$ cat src/hdl/jan_pkg.sv
package jan_pkg;

  localparam int unsigned POS_BITS  = 8;
  localparam int unsigned QUOT_BITS = 7;
  localparam int unsigned IDX_BITS  = 3;

  localparam int unsigned RST_H_HIGH   = 3748;
  localparam int unsigned RST_H_LOW    = 366;
  localparam int unsigned RST_H_CENTER = 2056;
  localparam int unsigned RST_V_HIGH   = 3731;
  localparam int unsigned RST_V_LOW    = 354;
  localparam int unsigned RST_V_CENTER = 2048;
  localparam int unsigned RST_MARGIN   = 16;

  typedef enum logic [IDX_BITS-1:0] {
    IDX_H_HIGH   = 3'd0,
    IDX_H_LOW    = 3'd1,
    IDX_H_CENTER = 3'd2,
    IDX_V_HIGH   = 3'd3,
    IDX_V_LOW    = 3'd4,
    IDX_V_CENTER = 3'd5,
    IDX_MARGIN   = 3'd6
  } cfg_idx_e;

  typedef struct packed {
    logic       load;
    logic       axis_y;
    logic       prep;
    logic       check;
    logic       step;
    logic [2:0] step_bit;
    logic       store;
    logic       publish;
  } cmd_t;

  typedef struct packed {
    logic ovf;
    logic out_busy;
  } status_t;

endpackage

$ cat src/hdl/jan_datapath.sv
module jan_datapath
  import jan_pkg::*;
#(
  parameter int unsigned SB = 12
) (
  input  logic                       clk_i,
  input  logic                       rst_ni,
  input  cmd_t                       cmd_i,
  output status_t                    status_o,
  input  logic                       cfg_we_i,
  input  logic [IDX_BITS-1:0]        cfg_idx_i,
  input  logic [SB-1:0]              cfg_data_i,
  input  logic [SB-1:0]              h_sample_i,
  input  logic [SB-1:0]              v_sample_i,
  output logic                       out_valid_o,
  input  logic                       out_ready_i,
  output logic signed [POS_BITS-1:0] x_pos_o,
  output logic signed [POS_BITS-1:0] y_pos_o,
  output logic                       moved_o
);

  localparam int unsigned NB = SB + QUOT_BITS;

  logic [SB-1:0] h_high_q, h_low_q, h_center_q;
  logic [SB-1:0] v_high_q, v_low_q, v_center_q;
  logic [SB-1:0] margin_q;
  logic [SB-1:0] last_h_q, last_v_q;
  logic [SB-1:0] h_q, v_q;
  logic          moved_q;
  logic [NB-1:0] rem_q;
  logic [SB-1:0] den_q;
  logic          neg_q;
  logic [QUOT_BITS-1:0] quot_q;
  logic signed [POS_BITS-1:0] x_q, y_q;
  logic          out_valid_q;
  logic signed [POS_BITS-1:0] x_pos_q, y_pos_q;
  logic          moved_out_q;

  logic                 h_out, v_out, moved_now;
  logic [SB-1:0]        s, hi, lo, c;
  logic signed [SB:0]   diff, den_s;
  logic signed [SB+7:0] prod;
  logic [SB+7:0]        prod_abs;
  logic [SB:0]          den_abs;
  logic [NB-1:0]        den_top, sub;
  logic                 ovf, ge;
  logic [POS_BITS-1:0]  quot_ext, res;

  assign h_out = ({1'b0, h_sample_i} > ({1'b0, last_h_q} + {1'b0, margin_q})) ||
                 (({1'b0, h_sample_i} + {1'b0, margin_q}) < {1'b0, last_h_q});
  assign v_out = ({1'b0, v_sample_i} > ({1'b0, last_v_q} + {1'b0, margin_q})) ||
                 (({1'b0, v_sample_i} + {1'b0, margin_q}) < {1'b0, last_v_q});
  assign moved_now = h_out || v_out;

  assign s  = cmd_i.axis_y ? v_q        : h_q;
  assign hi = cmd_i.axis_y ? v_high_q   : h_high_q;
  assign lo = cmd_i.axis_y ? v_low_q    : h_low_q;
  assign c  = cmd_i.axis_y ? v_center_q : h_center_q;

  assign diff  = $signed({1'b0, s}) - $signed({1'b0, c});
  assign prod  = $signed({diff, 7'b0}) - $signed({{7{diff[SB]}}, diff});
  assign den_s = (s >= c) ? $signed({1'b0, hi} - {1'b0, c})
                          : $signed({1'b0, c} - {1'b0, lo});
  assign prod_abs = prod[SB+7] ? (~prod + 1'b1) : prod;
  assign den_abs  = den_s[SB] ? (~den_s + 1'b1) : den_s;

  assign den_top = {den_q, {QUOT_BITS{1'b0}}};
  assign ovf     = (rem_q >= den_top) && (rem_q != '0);
  assign sub     = NB'(den_q) << cmd_i.step_bit;
  assign ge      = (rem_q >= sub) && (den_q != '0);

  assign quot_ext = {1'b0, quot_q};
  assign res      = neg_q ? (~quot_ext + 1'b1) : quot_ext;

  assign status_o.ovf      = ovf;
  assign status_o.out_busy = out_valid_q && !out_ready_i;

  always_ff @(posedge clk_i or negedge rst_ni) begin
    if (!rst_ni) begin
      h_high_q   <= SB'(RST_H_HIGH);
      h_low_q    <= SB'(RST_H_LOW);
      h_center_q <= SB'(RST_H_CENTER);
      v_high_q   <= SB'(RST_V_HIGH);
      v_low_q    <= SB'(RST_V_LOW);
      v_center_q <= SB'(RST_V_CENTER);
      margin_q   <= SB'(RST_MARGIN);
    end else if (cfg_we_i) begin
      unique case (cfg_idx_e'(cfg_idx_i))
        IDX_H_HIGH:   h_high_q   <= cfg_data_i;
        IDX_H_LOW:    h_low_q    <= cfg_data_i;
        IDX_H_CENTER: h_center_q <= cfg_data_i;
        IDX_V_HIGH:   v_high_q   <= cfg_data_i;
        IDX_V_LOW:    v_low_q    <= cfg_data_i;
        IDX_V_CENTER: v_center_q <= cfg_data_i;
        IDX_MARGIN:   margin_q   <= cfg_data_i;
        default: ;
      endcase
    end
  end

  always_ff @(posedge clk_i or negedge rst_ni) begin
    if (!rst_ni) begin
      last_h_q <= SB'(RST_H_CENTER);
      last_v_q <= SB'(RST_V_CENTER);
    end else if (cmd_i.load && moved_now) begin
      last_h_q <= h_sample_i;
      last_v_q <= v_sample_i;
    end
  end

  always_ff @(posedge clk_i) begin
    if (cmd_i.load) begin
      h_q     <= h_sample_i;
      v_q     <= v_sample_i;
      moved_q <= moved_now;
    end
    if (cmd_i.prep) begin
      rem_q  <= prod_abs[NB-1:0];
      den_q  <= den_abs[SB-1:0];
      neg_q  <= prod[SB+7] ^ den_s[SB];
      quot_q <= '0;
    end else if (cmd_i.check) begin
      if (ovf) begin
        quot_q <= '1;
      end
    end else if (cmd_i.step) begin
      quot_q <= {quot_q[QUOT_BITS-2:0], ge};
      if (ge) begin
        rem_q <= rem_q - sub;
      end
    end
    if (cmd_i.store) begin
      if (cmd_i.axis_y) begin
        y_q <= $signed(res);
      end else begin
        x_q <= $signed(res);
      end
    end
    if (cmd_i.publish) begin
      x_pos_q     <= x_q;
      y_pos_q     <= y_q;
      moved_out_q <= moved_q;
    end
  end

  always_ff @(posedge clk_i or negedge rst_ni) begin
    if (!rst_ni) begin
      out_valid_q <= 1'b0;
    end else if (cmd_i.publish) begin
      out_valid_q <= 1'b1;
    end else if (out_ready_i) begin
      out_valid_q <= 1'b0;
    end
  end

  assign out_valid_o = out_valid_q;
  assign x_pos_o     = x_pos_q;
  assign y_pos_o     = y_pos_q;
  assign moved_o     = moved_out_q;

  a_publish_valid: assert property (@(posedge clk_i) disable iff (!rst_ni)
    cmd_i.publish |=> out_valid_o)
    else $error("result not presented after publish");

  a_clamped: assert property (@(posedge clk_i) disable iff (!rst_ni)
    out_valid_o |-> (x_pos_o != -8'sd128) && (y_pos_o != -8'sd128))
    else $error("position outside clamp range");

  a_last_update: assert property (@(posedge clk_i) disable iff (!rst_ni)
    (cmd_i.load && moved_now) |=>
      (last_h_q == $past(h_sample_i)) && (last_v_q == $past(v_sample_i)))
    else $error("stored sample not updated on move");

endmodule

$ cat src/hdl/jan_ctrl.sv
module jan_ctrl
  import jan_pkg::*;
(
  input  logic    clk_i,
  input  logic    rst_ni,
  input  logic    in_valid_i,
  output logic    in_ready_o,
  input  status_t status_i,
  output cmd_t    cmd_o
);

  typedef enum logic [2:0] {
    ST_IDLE,
    ST_PREP,
    ST_CHECK,
    ST_DIV,
    ST_STORE,
    ST_FINISH
  } state_e;

  state_e     state_q;
  logic       axis_q;
  logic [2:0] cnt_q;

  assign in_ready_o = (state_q == ST_IDLE);

  always_comb begin
    cmd_o          = '0;
    cmd_o.axis_y   = axis_q;
    cmd_o.step_bit = cnt_q;
    cmd_o.load     = (state_q == ST_IDLE) && in_valid_i;
    cmd_o.prep     = (state_q == ST_PREP);
    cmd_o.check    = (state_q == ST_CHECK);
    cmd_o.step     = (state_q == ST_DIV);
    cmd_o.store    = (state_q == ST_STORE);
    cmd_o.publish  = (state_q == ST_FINISH) && !status_i.out_busy;
  end

  always_ff @(posedge clk_i or negedge rst_ni) begin
    if (!rst_ni) begin
      state_q <= ST_IDLE;
      axis_q  <= 1'b0;
      cnt_q   <= '0;
    end else begin
      unique case (state_q)
        ST_IDLE: begin
          if (in_valid_i) begin
            axis_q  <= 1'b0;
            state_q <= ST_PREP;
          end
        end
        ST_PREP: begin
          state_q <= ST_CHECK;
        end
        ST_CHECK: begin
          cnt_q   <= 3'(QUOT_BITS - 1);
          state_q <= status_i.ovf ? ST_STORE : ST_DIV;
        end
        ST_DIV: begin
          cnt_q <= cnt_q - 3'd1;
          if (cnt_q == '0) begin
            state_q <= ST_STORE;
          end
        end
        ST_STORE: begin
          if (axis_q) begin
            state_q <= ST_FINISH;
          end else begin
            axis_q  <= 1'b1;
            state_q <= ST_PREP;
          end
        end
        ST_FINISH: begin
          if (!status_i.out_busy) begin
            state_q <= ST_IDLE;
          end
        end
        default: state_q <= ST_IDLE;
      endcase
    end
  end

  a_ready_after_publish: assert property (@(posedge clk_i) disable iff (!rst_ni)
    $rose(in_ready_o) |-> $past(cmd_o.publish))
    else $error("input reopened without publishing a result");

  a_no_accept_busy: assert property (@(posedge clk_i) disable iff (!rst_ni)
    (cmd_o.step || cmd_o.store) |-> !in_ready_o)
    else $error("input open while dividing");

endmodule

$ cat src/hdl/joystick_axis_normalizer_unit.sv
// Per axis: prepare, overflow check, up to 7 restoring divide steps, store.
// Both axes share one divider; a new sample is taken only after the last
// result is published, which waits while the output register is stalled.
// The output register holds a result while the next sample is taken.
// Reset (async, active low): calibration registers take their defaults, stored
// sample returns to the rest readings, no result is pending.
module joystick_axis_normalizer_unit
  import jan_pkg::*;
#(
  parameter int unsigned SAMPLE_BITS = 12
) (
  input  logic                       clk_i,
  input  logic                       rst_ni,
  input  logic                       cfg_we_i,
  input  logic [IDX_BITS-1:0]        cfg_idx_i,
  input  logic [SAMPLE_BITS-1:0]     cfg_data_i,
  input  logic                       in_valid_i,
  output logic                       in_ready_o,
  input  logic [SAMPLE_BITS-1:0]     h_sample_i,
  input  logic [SAMPLE_BITS-1:0]     v_sample_i,
  output logic                       out_valid_o,
  input  logic                       out_ready_i,
  output logic signed [POS_BITS-1:0] x_pos_o,
  output logic signed [POS_BITS-1:0] y_pos_o,
  output logic                       moved_o
);

  cmd_t    cmd;
  status_t status;

  jan_ctrl u_ctrl (
    .clk_i      (clk_i),
    .rst_ni     (rst_ni),
    .in_valid_i (in_valid_i),
    .in_ready_o (in_ready_o),
    .status_i   (status),
    .cmd_o      (cmd)
  );

  jan_datapath #(
    .SB (SAMPLE_BITS)
  ) u_datapath (
    .clk_i       (clk_i),
    .rst_ni      (rst_ni),
    .cmd_i       (cmd),
    .status_o    (status),
    .cfg_we_i    (cfg_we_i),
    .cfg_idx_i   (cfg_idx_i),
    .cfg_data_i  (cfg_data_i),
    .h_sample_i  (h_sample_i),
    .v_sample_i  (v_sample_i),
    .out_valid_o (out_valid_o),
    .out_ready_i (out_ready_i),
    .x_pos_o     (x_pos_o),
    .y_pos_o     (y_pos_o),
    .moved_o     (moved_o)
  );

endmodule

$ cat config.mk
export PLATFORM = sky130hd
export DESIGN_NAME = joystick_axis_normalizer_unit
export DESIGN_NICKNAME = d
export VERILOG_FILES = /design/src/hdl/jan_pkg.sv /design/src/hdl/jan_datapath.sv /design/src/hdl/jan_ctrl.sv /design/src/hdl/joystick_axis_normalizer_unit.sv
export SDC_FILE = /design/constraint.sdc
export NUM_CORES = 1
export LEC_CHECK = 0
export ABC_AREA = 1
export BUFFER_PORTS_ARGS = -buffer_cell sky130_fd_sc_hd__buf_2
export CORE_ASPECT_RATIO = 1.75
export CORE_MARGIN = 2
export CORE_UTILIZATION = 50
export CTS_CLUSTER_SIZE = 16
export DETAILED_ROUTE_END_ITERATION = 8
export PLACE_DENSITY = 0.67
export SLEW_MARGIN = 20
export SYNTH_ARGS = -nofsm -noshare
export SYNTH_HDL_FRONTEND = slang
export SYNTH_SLANG_ARGS = --single-unit
$ cat constraint.sdc
create_clock -name clk_i -period 5.2 [get_ports clk_i]
set_input_delay 0.52 -clock clk_i [delete_from_list [all_inputs] [get_ports clk_i]]
set_output_delay 0.52 -clock clk_i [all_outputs]
set_load 0.05 [all_outputs]
==> summary by stage <==
Outcome
The run finished with clean final reports.

Floorplan
The floorplan die height is 246.3 um. The width of the die is 142.5 um. The number of placement rows is 88. The starting density of the core is 50.78%.

The die covers 35090 um2. For this design the top-level I/O count stands at 63. The core footprint is 33030 um2.

Placement
The weighted congestion at the end of routability-driven global placement is 1.021. The post-placement setup slack is 548.7 ps. Port buffering added 62 buffers. Detailed placement finished with a half-perimeter wire length of 40200 um.

Final layout
The number of antenna diodes in the final layout is 0. The sequential cells in the finished layout cover a total of 5784 um2. The number of nets in the layout is 2486.

The layout overhead on the synthesized area is 9.689%. The layout has 3162 filler cells. The multi-input combinational cell area is 9846 um2. The post-route netlist has 11.27% of its cells at a drive strength greater than 1.

Drt
In this run the remaining antenna-violating nets after routing total 0. The number of remaining DRC errors is 0. The total iterations of the first detailed-routing run is 5. The routed wirelength normalized by instance count is 18.42 um. The total wirelength of the detailed-routed design is 49320 um.

The first-iteration detailed-routing DRC count is 698. Dividing the detail-routed via count by the number of cells gives 5.592. The routed layout has 14970 vias.

Clock tree
For the worst-skew pair, the clock arrives at the later sink with an insertion delay of 530 ps. The TritonCTS clock tree is yes. The clock net in this run drives a total of 213 sinks. The maximum level of the CTS H-tree is 1. The TritonCTS buffer count is 23.

The clock-pin slew on the worst setup and hold paths is 70 ps. The cell at the root of the clock tree is sky130_fd_sc_hd__clkbuf_16. The longest clock path from root to sink contains 3 buffers.

Synth
Synthesis inferred 213 register bits. In this run, synthesis inferred 90 flip-flops with an integrated enable. The number of different library cells in the post-synthesis netlist is 61. For this run, asynchronously set or reset flops after synthesis account for 54.46%.

The count of yosys warnings during synthesis is 0. Summed over all instances, the cell type with the most area after synthesis is sky130_fd_sc_hd__edfxtp_1. Synthesis produced 2183 cells. After synthesis, the largest area contributor takes up 16.11% of total cell area. When the netlist entered floorplanning its net count stood at 2413. The top flip-flop cell by instance count after synthesis is sky130_fd_sc_hd__edfxtp_1. After synthesis, the mean cell area works out to 7.684 um2. The sequential-to-total area share from yosys stat is 34.47%. By area the synthesized netlist is led by sky130_fd_sc_hd__edfxtp_1 (16%), sky130_fd_sc_hd__ha_1 (13%), sky130_fd_sc_hd__dfrtp_1 (13%), sky130_fd_sc_hd__nand2_1 (13%), sky130_fd_sc_hd__o21ai_0 (5.9%). After synthesis the cells add up to 16770 um2.

Worst hold path
Counting instances, the worst hold path has a depth of 1. The start point of the worst min-delay path is v_sample_i[0]. The worst hold path terminates at u_datapath.v_q[0]. The class of the tightest hold or removal check is in -> reg.

GRT
The number of antenna violations at the first check in global routing is 0. Global routing used 3.052% of the available met3 tracks. The wire length of the first global-routing pass is 77200 um.

met2 is the most crowded layer. The number of global-route vias before repair is 15165. The fraction of met2 tracks used by global routing is 55.68%. The global route total overflow is 0. Entering global routing, the biggest net connects 59 pins. Global routing used 26.47% of the available met1 tracks. The global-route usage over all layers is 28.46%.

STA
For the pin with the worst max-slew slack, the measured transition is 947.6 ps. The total count of hold-check failures in the final report came to 0. Setup violations remaining at the end of the flow were counted as 0.

The max-slew headroom at the worst pin is 36.68%. Between clock sinks in the finished design, the worst skew comes to 13.52 ps. The minimum period implied by the final worst setup slack is 4678 ps. The final-layout setup total negative slack is 0 ps. The max-slew violation count came to 0. The least setup slack across all paths after layout is 521.9 ps. The maximum operating frequency is 213.8 MHz. The final cycle utilization of the critical path is 89.96%. Setup repair after global routing left no endpoint under its margin.

Worst setup path
The most frequent cell on the critical path is sky130_fd_sc_hd__nand2_1. In this run the worst path has a maximum fanout of 15. The worst register-to-register path ends at u_datapath.rem_q[18]. The worst register-to-register path begins at u_ctrl.axis_q. The worst register-to-register path has a setup slack of 520 ps. The path type of the worst setup path is reg -> reg.

At the worst endpoint, the arrival time is 4960 ps. The delay contributed by the slowest stage of the critical path is 400 ps. The number of cells on the worst reg-to-reg path is 25. STA classifies the critical path startpoint as a flop. The cell at the slowest stage of the critical path is sky130_fd_sc_hd__dfrtp_2.

Among cell families on the critical path, the largest total delay comes from simple AND/OR/NAND/NOR gates. The worst setup path is captured at a flop. The required time at the worst-slack endpoint is 5480 ps. The number of buffer and inverter stages on the critical path is 2.

Flow run
The max-cap check violation count is 0.
[Yosys cell counts, drive strengths merged (6+ instances only)]
cell	n
or2	21
nand3	137
nor3	33
nand4	19
xnor2	21
a21o	8
o21bai	8
dfstp	30
o211ai	7
dfrtp	86
nor2	143
fa	8
inv	253
o221ai	9
edfxtp	90
a21oi	153
nor4	10
clkbuf	38
dfxtp	7
o21ai	212
o22ai	6
mux2i	15
ha	178
nand3b	7
nand2	590
buf	9
xor2	58
[worst register-to-register path, delay by kind of cell (launching register included)]
family | cells | cell delay, ps
buffers and inverters | 2 | 430
and+or+nand+nor | 14 | 1680
AOI/OAI and AO/OA | 7 | 1220
adders and majority gates | 2 | 720
DFF | 1 | 400
[cell type report]
class | count | area share (%)
multi-input cells | 1670 | 53.51
clock buffers | 25 | 3.284
inverters | 253 | 5.161
well taps | 405 | 2.754
clock inverters | 16 | 0.7956
flip-flops and latches | 213 | 31.44
repair buffers | 95 | 3.060
[worst max-delay path by stage]
stage | from | endpoint | slack, ps | cells past startpoint
floorplan | u_ctrl.axis_q | u_datapath.rem_q[18] | 820 | 25
global placement | u_ctrl.axis_q | u_datapath.rem_q[17] | 600 | 26
detailed placement | u_ctrl.axis_q | u_datapath.rem_q[18] | 550 | 25
CTS | u_ctrl.axis_q | u_datapath.rem_q[18] | 520 | 25
global route | u_ctrl.axis_q | u_datapath.rem_q[13] | 40 | 24
finish | u_ctrl.axis_q | u_datapath.rem_q[18] | 520 | 25
[placed cells by master (no fill, tap or decap), types with 10 or more instances in the layout]
master and n:
sky130_fd_sc_hd__nand2_1 562, sky130_fd_sc_hd__inv_1 244, sky130_fd_sc_hd__o21ai_0 198, sky130_fd_sc_hd__ha_1 178
sky130_fd_sc_hd__a21oi_1 151, sky130_fd_sc_hd__nand3_1 132, sky130_fd_sc_hd__nor2_1 130, sky130_fd_sc_hd__edfxtp_1 90
sky130_fd_sc_hd__dfrtp_1 85, sky130_fd_sc_hd__buf_2 61, sky130_fd_sc_hd__xor2_1 57, sky130_fd_sc_hd__buf_4 33
sky130_fd_sc_hd__nor3_1 31, sky130_fd_sc_hd__dfstp_2 30, sky130_fd_sc_hd__clkbuf_16 24, sky130_fd_sc_hd__nand2_2 23
sky130_fd_sc_hd__or2_2 21, sky130_fd_sc_hd__xnor2_1 21, sky130_fd_sc_hd__nand4_1 19, sky130_fd_sc_hd__mux2i_1 15
sky130_fd_sc_hd__nor4_1 10
[layer usage]
layer	share of wire (%)	up-vias
li1	-	7478
met1	34	6949
met2	54	364
met3	3.1	179
met4	8.7	0
met5	0	-
[per-stage QoR]
| stage | hold WS (ps) | cells | util, % | area, um2 |
|---|---|---|---|---|
| finish | 241.8 | 2677 | 55.70 | 18400 |
| global route | 225.5 | 2677 | 55.70 | 18400 |
| CTS | 225.1 | 2677 | 55.70 | 18400 |
| detailed placement | 405.2 | 2635 | 53.40 | 17640 |
| global placement | 400.2 | 2635 | 53.40 | 17640 |
| floorplan | 224.4 | 2183 | - | 16770 |
[state kept, by name (all words and copies together) (netlist names), 7 cells and up]
name / flops
u_datapath.rem_q: 19
u_datapath.den_q: 12
u_datapath.h_center_q: 12
u_datapath.h_high_q: 12
u_datapath.h_low_q: 12
u_datapath.h_q: 12
u_datapath.last_h_q: 12
u_datapath.last_v_q: 12
u_datapath.margin_q: 12
u_datapath.v_center_q: 12
u_datapath.v_high_q: 12
u_datapath.v_low_q: 12
u_datapath.v_q: 12
u_datapath.x_pos_o: 8
u_datapath.x_q: 8
u_datapath.y_pos_o: 8
u_datapath.y_q: 8
u_datapath.quot_q: 7
[repair_timing]
action	4_1_cts	5_1_grt
gates resized for setup	0	0
hold buffers	1	0
buffers inserted	0	0
endpoints found under the hold margin	18	0
[kinds of logic after synthesis]
group                    Yosys count  synth area share [%]
AO/OA/AOI/OAI                    426                 14.13
flip-flops                       213                 34.47
XOR/XNOR                          79                 4.170
buffers and inverters            300                 6.922
adder cells (fa/ha/maj)          186                 14.23
multiplexers                      15                0.8950
AND/OR/NAND/NOR                  964                 25.18
Power is not shown: default switching activity piles up to over one toggle a cycle in this logic, so the estimate is an artifact.
